--- src/rtl/core/deq_pkg.sv ---
`default_nettype none

package deq_pkg;

  localparam int unsigned DEPTH_DEF      = 16;
  localparam int unsigned WORD_WIDTH_DEF = 32;

  localparam int unsigned FUNC_W  = 2;
  localparam int unsigned VALUE_W = 32;
  localparam int unsigned COUNT_W = 5;

  typedef enum logic [FUNC_W-1:0] {
    OP_PUSH_FRONT = 2'd0,
    OP_PUSH_BACK  = 2'd1,
    OP_POP_FRONT  = 2'd2,
    OP_POP_BACK   = 2'd3
  } op_t;

  typedef enum logic [1:0] {
    ST_IDLE,
    ST_EXEC,
    ST_READ,
    ST_OUT
  } state_t;

  typedef struct packed {
    logic load;   // capture the incoming item
    logic exec;   // apply the operation to indices, count and store
    logic read;   // fetch front and back words
  } deq_cmd_t;

endpackage

`default_nettype wire

--- src/rtl/core/deq_in_if.sv ---
`default_nettype none

interface deq_in_if
  import deq_pkg::*;
();
  logic                      valid;
  logic                      ready;
  logic        [FUNC_W-1:0]  func;
  logic signed [VALUE_W-1:0] value;

  modport source (output valid, output func, output value, input ready);
  modport sink   (input valid, input func, input value, output ready);
endinterface

`default_nettype wire

--- src/rtl/core/deq_out_if.sv ---
`default_nettype none

interface deq_out_if
  import deq_pkg::*;
();
  logic                      valid;
  logic                      ready;
  logic signed [VALUE_W-1:0] front_word;
  logic signed [VALUE_W-1:0] back_word;
  logic        [COUNT_W-1:0] entry_count;
  logic                      is_empty;
  logic                      overflow;
  logic                      underflow;

  modport source (
    output valid, output front_word, output back_word, output entry_count,
    output is_empty, output overflow, output underflow, input ready
  );
  modport sink (
    input valid, input front_word, input back_word, input entry_count,
    input is_empty, input overflow, input underflow, output ready
  );
endinterface

`default_nettype wire

--- src/rtl/core/deq_ctrl.sv ---
`default_nettype none

module deq_ctrl
  import deq_pkg::*;
(
  input  wire logic     clk,
  input  wire logic     rst,
  input  wire logic     req_valid,
  output logic          req_ready,
  output logic          rsp_valid,
  input  wire logic     rsp_ready,
  output deq_cmd_t      cmd
);

  state_t state;
  state_t state_next;

  always_ff @(posedge clk) begin
    if (rst) begin
      state <= ST_IDLE;
    end else begin
      state <= state_next;
    end
  end

  always_comb begin
    state_next = state;
    case (state)
      ST_IDLE: begin
        if (req_valid) state_next = ST_EXEC;
      end
      ST_EXEC: state_next = ST_READ;
      ST_READ: state_next = ST_OUT;
      ST_OUT: begin
        if (rsp_ready) state_next = req_valid ? ST_EXEC : ST_IDLE;
      end
      default: state_next = ST_IDLE;
    endcase
  end

  always_comb begin
    req_ready = 1'b0;
    rsp_valid = 1'b0;
    cmd       = '0;
    case (state)
      ST_IDLE: begin
        req_ready = 1'b1;
      end
      ST_EXEC: begin
        cmd.exec = 1'b1;
      end
      ST_READ: begin
        cmd.read = 1'b1;
      end
      ST_OUT: begin
        rsp_valid = 1'b1;
        // next item may enter as the current result leaves
        req_ready = rsp_ready;
      end
      default: begin
        req_ready = 1'b0;
      end
    endcase
    cmd.load = req_valid && req_ready;
  end

endmodule

`default_nettype wire

--- src/rtl/core/deq_datapath.sv ---
`default_nettype none

module deq_datapath
  import deq_pkg::*;
#(
  parameter int unsigned DEPTH      = DEPTH_DEF,
  parameter int unsigned WORD_WIDTH = WORD_WIDTH_DEF
) (
  input  wire logic                      clk,
  input  wire logic                      rst,
  input  wire deq_cmd_t                  cmd,
  input  wire logic        [FUNC_W-1:0]  func,
  input  wire logic signed [VALUE_W-1:0] value,
  output logic signed      [VALUE_W-1:0] front_word,
  output logic signed      [VALUE_W-1:0] back_word,
  output logic             [COUNT_W-1:0] entry_count,
  output logic                           is_empty,
  output logic                           overflow,
  output logic                           underflow
);

  localparam int unsigned IDX_W = $clog2(DEPTH);
  localparam int unsigned CNT_W = $clog2(DEPTH + 1);
  localparam logic [IDX_W-1:0] IDX_LAST = IDX_W'(DEPTH - 1);
  localparam logic [CNT_W-1:0] CNT_FULL = CNT_W'(DEPTH);

  function automatic logic [IDX_W-1:0] idx_next(input logic [IDX_W-1:0] i);
    return (i == IDX_LAST) ? '0 : i + 1'b1;
  endfunction

  function automatic logic [IDX_W-1:0] idx_prev(input logic [IDX_W-1:0] i);
    return (i == '0) ? IDX_LAST : i - 1'b1;
  endfunction

  logic signed [WORD_WIDTH-1:0] mem [DEPTH];

  op_t                          func_q;
  logic        [WORD_WIDTH-1:0] word_q;
  logic        [IDX_W-1:0]      head;
  logic        [IDX_W-1:0]      tail;
  logic        [CNT_W-1:0]      count;
  logic signed [WORD_WIDTH-1:0] front_q;
  logic signed [WORD_WIDTH-1:0] back_q;
  logic                         ovf_q;
  logic                         unf_q;

  logic                         full;
  logic                         empty;
  logic                         mem_we;
  logic        [IDX_W-1:0]      mem_waddr;
  logic        [IDX_W-1:0]      head_next;
  logic        [IDX_W-1:0]      tail_next;
  logic        [CNT_W-1:0]      count_next;
  logic                         ovf_next;
  logic                         unf_next;

  assign full  = (count == CNT_FULL);
  assign empty = (count == '0);

  always_comb begin
    mem_we     = 1'b0;
    mem_waddr  = tail;
    head_next  = head;
    tail_next  = tail;
    count_next = count;
    ovf_next   = 1'b0;
    unf_next   = 1'b0;
    case (func_q)
      OP_PUSH_FRONT: begin
        if (full) begin
          ovf_next = 1'b1;
        end else begin
          head_next  = idx_prev(head);
          mem_we     = 1'b1;
          mem_waddr  = idx_prev(head);
          count_next = count + 1'b1;
        end
      end
      OP_PUSH_BACK: begin
        if (full) begin
          ovf_next = 1'b1;
        end else begin
          tail_next  = idx_next(tail);
          mem_we     = 1'b1;
          mem_waddr  = tail;
          count_next = count + 1'b1;
        end
      end
      OP_POP_FRONT: begin
        if (empty) begin
          unf_next = 1'b1;
        end else begin
          head_next  = idx_next(head);
          count_next = count - 1'b1;
        end
      end
      OP_POP_BACK: begin
        if (empty) begin
          unf_next = 1'b1;
        end else begin
          tail_next  = idx_prev(tail);
          count_next = count - 1'b1;
        end
      end
      default: begin
        ovf_next = 1'b0;
      end
    endcase
  end

  always_ff @(posedge clk) begin
    if (rst) begin
      head  <= '0;
      tail  <= '0;
      count <= '0;
    end else if (cmd.exec) begin
      head  <= head_next;
      tail  <= tail_next;
      count <= count_next;
    end
  end

  always_ff @(posedge clk) begin
    if (cmd.load) begin
      func_q <= op_t'(func);
      word_q <= WORD_WIDTH'($unsigned(value));
    end
    if (cmd.exec) begin
      ovf_q <= ovf_next;
      unf_q <= unf_next;
    end
  end

  always_ff @(posedge clk) begin
    if (cmd.exec && mem_we) begin
      mem[mem_waddr] <= word_q;
    end
  end

  // two read ports: front at head, back one below tail
  always_ff @(posedge clk) begin
    if (cmd.read) begin
      front_q <= mem[head];
      back_q  <= mem[idx_prev(tail)];
    end
  end

  assign is_empty    = empty;
  assign front_word  = empty ? '0 : VALUE_W'(front_q);
  assign back_word   = empty ? '0 : VALUE_W'(back_q);
  assign entry_count = COUNT_W'(count);
  assign overflow    = ovf_q;
  assign underflow   = unf_q;

endmodule

`default_nettype wire

--- src/rtl/core/double_ended_queue_unit.sv ---
// Double-ended queue of signed words held in a ring buffer.
// req channel: func (0 push front, 1 push back, 2 pop front, 3 pop back)
// and value, the word to push (ignored for pops).
// rsp channel: one item per request with the front and back words, the
// entry count and empty flag after the operation, plus overflow (push
// dropped because the queue was full) and underflow (pop on empty queue).
// Front and back read 0 while the queue is empty.
// Each request goes through the states EXEC (move the indices and write
// the store), READ (the registered two-port read of front and back) and
// OUT (present the result); a new request is taken in the same cycle the
// current result is taken, so requests do not overlap.
// Reset (synchronous, rst high) empties the queue: head, tail and count
// clear; the word store is not cleared and needs no clearing pass.
// When the receiver holds rsp.ready low the result stays valid and stable
// and no new request is accepted until it is taken.
`default_nettype none

module double_ended_queue_unit
  import deq_pkg::*;
#(
  parameter int unsigned DEPTH      = DEPTH_DEF,
  parameter int unsigned WORD_WIDTH = WORD_WIDTH_DEF
) (
  input wire logic  clk,
  input wire logic  rst,
  deq_in_if.sink    req,
  deq_out_if.source rsp
);

  deq_cmd_t cmd;

  deq_ctrl u_ctrl (
    .clk       (clk),
    .rst       (rst),
    .req_valid (req.valid),
    .req_ready (req.ready),
    .rsp_valid (rsp.valid),
    .rsp_ready (rsp.ready),
    .cmd       (cmd)
  );

  deq_datapath #(
    .DEPTH      (DEPTH),
    .WORD_WIDTH (WORD_WIDTH)
  ) u_datapath (
    .clk         (clk),
    .rst         (rst),
    .cmd         (cmd),
    .func        (req.func),
    .value       (req.value),
    .front_word  (rsp.front_word),
    .back_word   (rsp.back_word),
    .entry_count (rsp.entry_count),
    .is_empty    (rsp.is_empty),
    .overflow    (rsp.overflow),
    .underflow   (rsp.underflow)
  );

endmodule

`default_nettype wire

--- src/flat_wrapper.sv ---
// flat-port wrapper written by rule: the top's interface ports become plain ports
module double_ended_queue_unit_flat import deq_pkg::*;
#(
  parameter int unsigned DEPTH      = DEPTH_DEF,
  parameter int unsigned WORD_WIDTH = WORD_WIDTH_DEF
)
  (clk, rst, req_valid, req_func, req_value, req_ready, rsp_valid, rsp_front_word, rsp_back_word, rsp_entry_count, rsp_is_empty, rsp_overflow, rsp_underflow, rsp_ready);
  deq_in_if req_i ();
  deq_out_if rsp_i ();
  input wire logic clk;
  input wire logic rst;
  input wire logic [$bits(req_i.valid)-1:0] req_valid;
  input wire logic [$bits(req_i.func)-1:0] req_func;
  input wire logic [$bits(req_i.value)-1:0] req_value;
  output wire logic [$bits(req_i.ready)-1:0] req_ready;
  output wire logic [$bits(rsp_i.valid)-1:0] rsp_valid;
  output wire logic [$bits(rsp_i.front_word)-1:0] rsp_front_word;
  output wire logic [$bits(rsp_i.back_word)-1:0] rsp_back_word;
  output wire logic [$bits(rsp_i.entry_count)-1:0] rsp_entry_count;
  output wire logic [$bits(rsp_i.is_empty)-1:0] rsp_is_empty;
  output wire logic [$bits(rsp_i.overflow)-1:0] rsp_overflow;
  output wire logic [$bits(rsp_i.underflow)-1:0] rsp_underflow;
  input wire logic [$bits(rsp_i.ready)-1:0] rsp_ready;
  assign req_i.valid = req_valid;
  assign req_i.func = req_func;
  assign req_i.value = req_value;
  assign req_ready = req_i.ready;
  assign rsp_valid = rsp_i.valid;
  assign rsp_front_word = rsp_i.front_word;
  assign rsp_back_word = rsp_i.back_word;
  assign rsp_entry_count = rsp_i.entry_count;
  assign rsp_is_empty = rsp_i.is_empty;
  assign rsp_overflow = rsp_i.overflow;
  assign rsp_underflow = rsp_i.underflow;
  assign rsp_i.ready = rsp_ready;
  double_ended_queue_unit #(.DEPTH(DEPTH), .WORD_WIDTH(WORD_WIDTH)) u_core (.clk(clk), .rst(rst), .req(req_i), .rsp(rsp_i));
endmodule
--- config.mk ---
export PLATFORM = sky130hd
export DESIGN_NAME = double_ended_queue_unit_flat
export DESIGN_NICKNAME = d
export VERILOG_FILES = /design/src/rtl/core/deq_pkg.sv /design/src/rtl/core/deq_in_if.sv /design/src/rtl/core/deq_out_if.sv /design/src/rtl/core/deq_ctrl.sv /design/src/rtl/core/deq_datapath.sv /design/src/rtl/core/double_ended_queue_unit.sv /design/src/flat_wrapper.sv
export SDC_FILE = /design/constraint.sdc
export NUM_CORES = 1
export LEC_CHECK = 0
export BUFFER_PORTS_ARGS = -buffer_cell sky130_fd_sc_hd__buf_2
export CORE_AREA = 3 3 286 288
export CTS_CLUSTER_SIZE = 40
export DETAILED_ROUTE_END_ITERATION = 8
export DIE_AREA = 0 0 289 291
export REMOVE_ABC_BUFFERS = 1
export SYNTH_ARGS = -nofsm -noshare
export SYNTH_HDL_FRONTEND = slang
export SYNTH_SLANG_ARGS = --single-unit
export TNS_END_PERCENT = 5
--- constraint.sdc ---
create_clock -name clk -period 6 [get_ports clk]
set_input_delay 1.2 -clock clk [delete_from_list [all_inputs] [get_ports clk]]
set_output_delay 1.2 -clock clk [all_outputs]
set_load 0.02 [all_outputs]
==> results of run 1 <==
## worst max-delay path by stage
stage / slack, ns / end / cells past startpoint / from
5_1_grt: 1.80 / rsp_front_word[14] / 6 / u_core.u_datapath.entry_count[0]
3_5_place_dp: 2.12 / u_core.u_datapath.mem[0][9] / 9 / u_core.u_datapath.head[1]
6_report: 1.97 / rsp_back_word[3] / 6 / u_core.u_datapath.entry_count[0]
4_1_cts: 1.85 / rsp_is_empty / 5 / u_core.u_datapath.entry_count[0]
2_1_floorplan: -2.42 / u_core.u_datapath.mem[10][0] / 8 / u_core.u_datapath.head[1]
3_3_place_gp: 2.11 / u_core.u_datapath.mem[0][0] / 9 / u_core.u_datapath.head[1]
## stage by stage
stage	instance area (um^2)	TNS [ns]	total power [mW]
floorplan	27400	-1237.23	9.69
finish	31900	0	15.4
CTS	31900	0	15.6
global placement	29700	0	11.4
global route	31900	0	16.1
detailed placement	29700	0	11.5
## synth_stat cells (10+ instances only)
master,n
mux4_2,269
buf_2,32
o21ai_0,13
mux2i_1,14
a22oi_1,54
nor2_1,44
nor2b_1,69
a21oi_1,17
a211oi_1,10
edfxtp_1,612
clkbuf_1,46
dfxtp_1,15
nand2_1,63
nand3_1,15
ha_1,11
inv_1,15
## metal layers
metal  global-route usage  wire, um  up-vias
li1                     -         -     6225
met1                0.242     30100     8055
met2                0.289     36700      643
met3               0.0288      4830      126
met4               0.0548      1970        0
met5                    0         0        -
## state kept, by name, indices dropped and copies added, names as in the netlist, 2 cells and up
signal / cells
u_core.u_ctrl.state: 2
u_core.u_datapath.back_q: 32
u_core.u_datapath.entry_count: 5
u_core.u_datapath.front_q: 32
u_core.u_datapath.func_q: 2
u_core.u_datapath.head: 4
u_core.u_datapath.mem: 512
u_core.u_datapath.tail: 4
u_core.u_datapath.word_q: 32
## worst max-delay path, cell delays in order, from the launching register on
cell and delay (ns):
dfxtp_1 0.36, or4_1 0.61, nor2_4 0.10, buf_4 0.34, buf_4 0.45, nor2b_1 0.10
buf_2 0.18
## cell type report
cell class	count	area, um^2	area share
sequential	627	18700	0.586
multi-input combinational	673	8800	0.276
clock buffer	86	1810	0.0567
tap	1050	1310	0.0412
timing repair buffer	147	863	0.0271
clock inverter	37	362	0.0113
inverter	16	60.1	0.00188
## where the power goes
group | switching [mW] | internal (mW)
registers | 0.612 | 5.69
clock network | 1.72 | 2.41
logic | 3.02 | 1.94
total | 5.36 | 10.0
## placed cells by master, fill, tap and decap left out, drive strengths merged, types with 5 or more instances in the layout
cell type  instances
a22oi             54
and3               5
o21ai             13
nand3             15
nand2             63
mux2i             14
a211oi            10
ha                11
a31oi              6
nor3               9
inv               22
clkinv            24
nor2              47
mux4             269
buf              147
dfxtp             15
o211ai             8
nor2b             69
clkbuf            86
bufinv             6
edfxtp           612
xnor2              7
o22ai              7
a21oi             17
## logic make-up after synthesis
logic type | Yosys count | synth area share
xor gates and xnor gates | 11 | 0.00346
adders and majority gates | 12 | 0.00567
AOI/OAI and AO/OA | 141 | 0.0363
muxes | 287 | 0.224
buffers and inverters | 111 | 0.0187
DFF | 627 | 0.671
and+or+nand+nor | 222 | 0.0401
==> metrics, run 1 <==
cts bufs inserted=68; top cell type's share of synthesized area=0.661; MaxCap Viol Count=0; Max Clock Freq=around 250 MHz; global route overflow=0; Hold Vio Cnt, Final=0; clock root cell=clkbuf_16; CP endpoint kind=primary output; LEAKAGE=approximately 9.8 nW; clock latency at the later pin of the worst-skew pair=about 0.61 ns; Clock transition at path regs=0.06 ns; worst r2r path cells=9; Max FO, Critical Path=39; synth warn=0; share of layout cells above drive strength 1=0.348; predominant post-synthesis flop cell=edfxtp_1; Routability Congestion=around 0.78; Initial DRC Count=roughly 1800; number of synthesized flops with an enable pin=approximately 610; dpl cells=2513; #FFs+latches synth=around 630; first-pass GRT wire length=109 mm; hold depth=2; diode count=0; Worst Path Required=4.80 ns; Die X=slightly below 300 um; WHS=0.587 ns; post-CTS setup buffers=0; Tmin final=between 4 and 5 ns; pre-CTS setup slack=around 2.1 ns; max-slew violations=0; Synth async-reset ratio=0; Avg Vias per Cell=roughly 5.7; Setup crit start kind=flop; DR WL/cell=between 20 and 30 um; CTS Buffer Depth=3; initial antenna violation count=2; Netlist Area Pre-Place=roughly 28000 um^2; Post-Synthesis Cells=1411; Slew headroom=0.252; IO Count=roughly 110; fill count=~7100; reg-to-reg endpoint=u_core.u_datapath.mem[2][0]; post-layout util=0.403; largest net degree at the start of global routing=slightly below 90; syn avg cell area=19.7 um^2; worst min-delay path category=flop to flop; # rows=approximately 100; clock sink count=627; Post-Layout Cell Count=2636; DRC=0; crit path DAT=approximately 2.8 ns; htree depth=3; P&R area growth vs syn=14.7%; hold endpoint=u_core.u_datapath.entry_count[1]; vias post-DR=approximately 15000; sequential-to-total area share from yosys stat=0.671; worst setup margin=1.97 ns; number of I/O port buffers=between 100 and 150; final WL=roughly 74 mm; Slew @ Worst Pin=around 1.1 ns; CTS tree=yes; post-CTS sizing=0; DRT Pass-1 Iters=5; hold path start=u_core.u_datapath.entry_count[1]; Setup Skew=0.0244 ns; unrepaired setup endpoints after global routing=false; cts hold-fix bufs=0; status=completed; Post-DRT Antenna Nets=0; Synth area leaders=edfxtp_1 (66%), mux4_2 (22%), nor2b_1 (1.6%); final-report setup violation count=0; nets=1583; area of the core=a little under 80000 um^2; die area=about 84000 um^2; R2R Path Start=u_core.u_datapath.head[1]; die height=between 200 and 300 um; vias in the first global route=between 15000 and 20000; Yosys cell types=between 50 and 60; fin crit share=0.671; Initial Util=0.352; power per cell area=483 nW/um^2; peak supply drop=244 uV; Reg2Reg Setup Slack=~2.2 ns; critical path type=flop to primary output; DPL Wire Length=about 43 mm; largest area contributor in the netlist=edfxtp_1; GRT Total Usage=0.176
Note: power is estimated with default switching activity, not from simulation.
==> inputs of run 2 (changes only) <==
==> constraint.sdc (replaced) <==
create_clock -name clk -period 3.3 [get_ports clk]
set_input_delay 0.66 -clock clk [delete_from_list [all_inputs] [get_ports clk]]
set_output_delay 0.66 -clock clk [all_outputs]
set_load 0.02 [all_outputs]
==> run 2 against run 1 <==
Flip-flop and latch count unchanged; first-iteration DRC count is 20% lower; combinational power rose by 89%; largest power group unchanged; clock skew rose by 0.0043 ns; global-route usage about the same; worst setup slack got worse by 1.7 ns; critical endpoint is now rsp_front_word[4]; sequential power up 78%; register-to-register slack worse by 1.8 ns; count of clock-buffer cells in the layout down 1; critical path depth is 1 lower.
==> metrics, run 2 (synthesis gave the netlist of run 1 again) <==
critical path type=flop to primary output; status=completed; total power=roughly 28 mW; most frequent cells in the layout=edfxtp_1 (612), mux4_2 (269), buf_2 (111); Post-DRT Antenna Nets=0; fin crit share=0.913; htree depth=3; Clock transition at path regs=0.06 ns; first-pass GRT wire length=about 110 mm; GRT met3 Usage=0.0312; worst min-delay path category=input pin to flop; clock root cell=clkbuf_16; DRC=0; P&R area growth vs syn=16.5%; post-CTS setup buffers=0; vias post-DR=~15000; nets=about 1600; grt met2 use=0.296; max-slew violations=0; Slew headroom=0.323; clock latency at the later pin of the worst-skew pair=roughly 0.6 ns; Routability Congestion=0.761; IO Count=around 110; die height=291 um; Setup crit start kind=flop; Avg Vias per Cell=about 5.6; clock sink count=627; pre-CTS setup slack=0.394 ns; max FFs per register=around 510; Die X=289 um; Hold Vio Cnt, Final=0; power per cell area=between 800 and 900 nW/um^2; commonest non-fill, non-tap cell in the layout=edfxtp_1; DR WL/cell=27.5 um; register bank with the most flops=u_core.u_datapath.mem; area of the core=slightly below 80000 um^2; diode count=0; Setup Skew=approximately 0.029 ns; Slew @ Worst Pin=between 1 and 1.5 ns; Initial Util=0.352; number of I/O port buffers=111; Max Clock Freq=~330 MHz; Worst Path Required=between 2 and 3 ns; Max FO, Critical Path=39; vias in the first global route=15982; crit path DAT=approximately 2.4 ns; global route hottest layer=met2; CP endpoint kind=primary output; cts hold-fix bufs=0; die area=roughly 84000 um^2; CTS tree=yes; CTS Buffer Depth=3; initial antenna violation count=1; worst setup margin=~0.29 ns; final-report setup violation count=0; LEAKAGE=around 10 nW; cts bufs inserted=slightly below 70; # rows=103; dpl cells=about 2500; Initial DRC Count=1455; MaxCap Viol Count=0; GRT Total Usage=0.176; DRT Pass-1 Iters=5; final WL=roughly 73 mm; Tmin final=about 3.0 ns; largest net degree at the start of global routing=94; DPL Wire Length=between 40 and 50 mm; peak supply drop=425 uV; share of layout cells above drive strength 1=0.359; Post-Layout Cell Count=between 2000 and 3000; unrepaired setup endpoints after global routing=false; routing usage on met1=0.239; global route overflow=0
[run 2: cell types whose count changed in the layout (fill, tap and decap cells not counted), sizes merged]
cell	previous run	this run
buf	147	179
clkinvlp	1	4
inv	22	19
clkbuf	86	85
clkinv	24	25
[run 2: metal layers]
layer	vias to the layer above	wire (um)	share of wire
li1	6298	-	-
met1	8058	30400	0.41
met2	567	37200	0.51
met5	-	0	0
met3	88	4590	0.062
met4	0	1220	0.017
[run 2: final cells by class]
type | count | area (um^2)
Timing Repair Buffer | 179 | 1360
Inverter | 16 | 60.1
Fill cell | 7049 | 46700
Multi-Input combinational cell | 673 | 8800
Clock buffer | 85 | 1810
Clock inverter | 38 | 372
Sequential cell | 627 | 18700
Tap cell | 1050 | 1310
[run 2: timing repair]
action / 4_1_cts / 5_1_grt
resized for setup: 0 / 1
setup endpoints to repair: 0 / 1
hold endpoints to repair: 0 / 0
[run 2: stage by stage]
step	hold WS (ns)	TNS (ns)	util	cell area (um^2)
after floorplan	0.536	-2865.83	-	27400
after global placement	0.536	0	0.382	30200
after detailed placement	0.581	0	0.382	30200
after CTS	0.185	0	0.409	32400
after global routing	0.202	0	0.409	32400
final	0.231	0	0.409	32400
[run 2: power breakdown]
group | internal [mW] | switching, mW | leakage, nW
sequential | 10.3 | 0.834 | 5.65
combinational | 3.72 | 5.68 | 3.27
clock | 4.38 | 3.14 | 1.06
[run 2: worst max-delay path: stages (launching register included)]
cell     delay (ns)
dfxtp_1        0.35
or4_1          0.60
nor2_4         0.15
buf_6          0.29
nor2b_1        0.12
buf_2          0.18
[run 2: worst paths after layout]
kind | depth (start not counted) | slack [ns] | from | end
max | 5 | 0.29 | u_core.u_datapath.entry_count[0] | rsp_front_word[4]
min | 1 | 0.23 | req_value[28] | u_core.u_datapath.word_q[28]
max reg2reg | 6 | 0.40 | u_core.u_datapath.entry_count[0] | u_core.u_datapath.mem[5][6]
min reg2reg | 2 | 0.58 | u_core.u_datapath.entry_count[1] | u_core.u_datapath.entry_count[1]
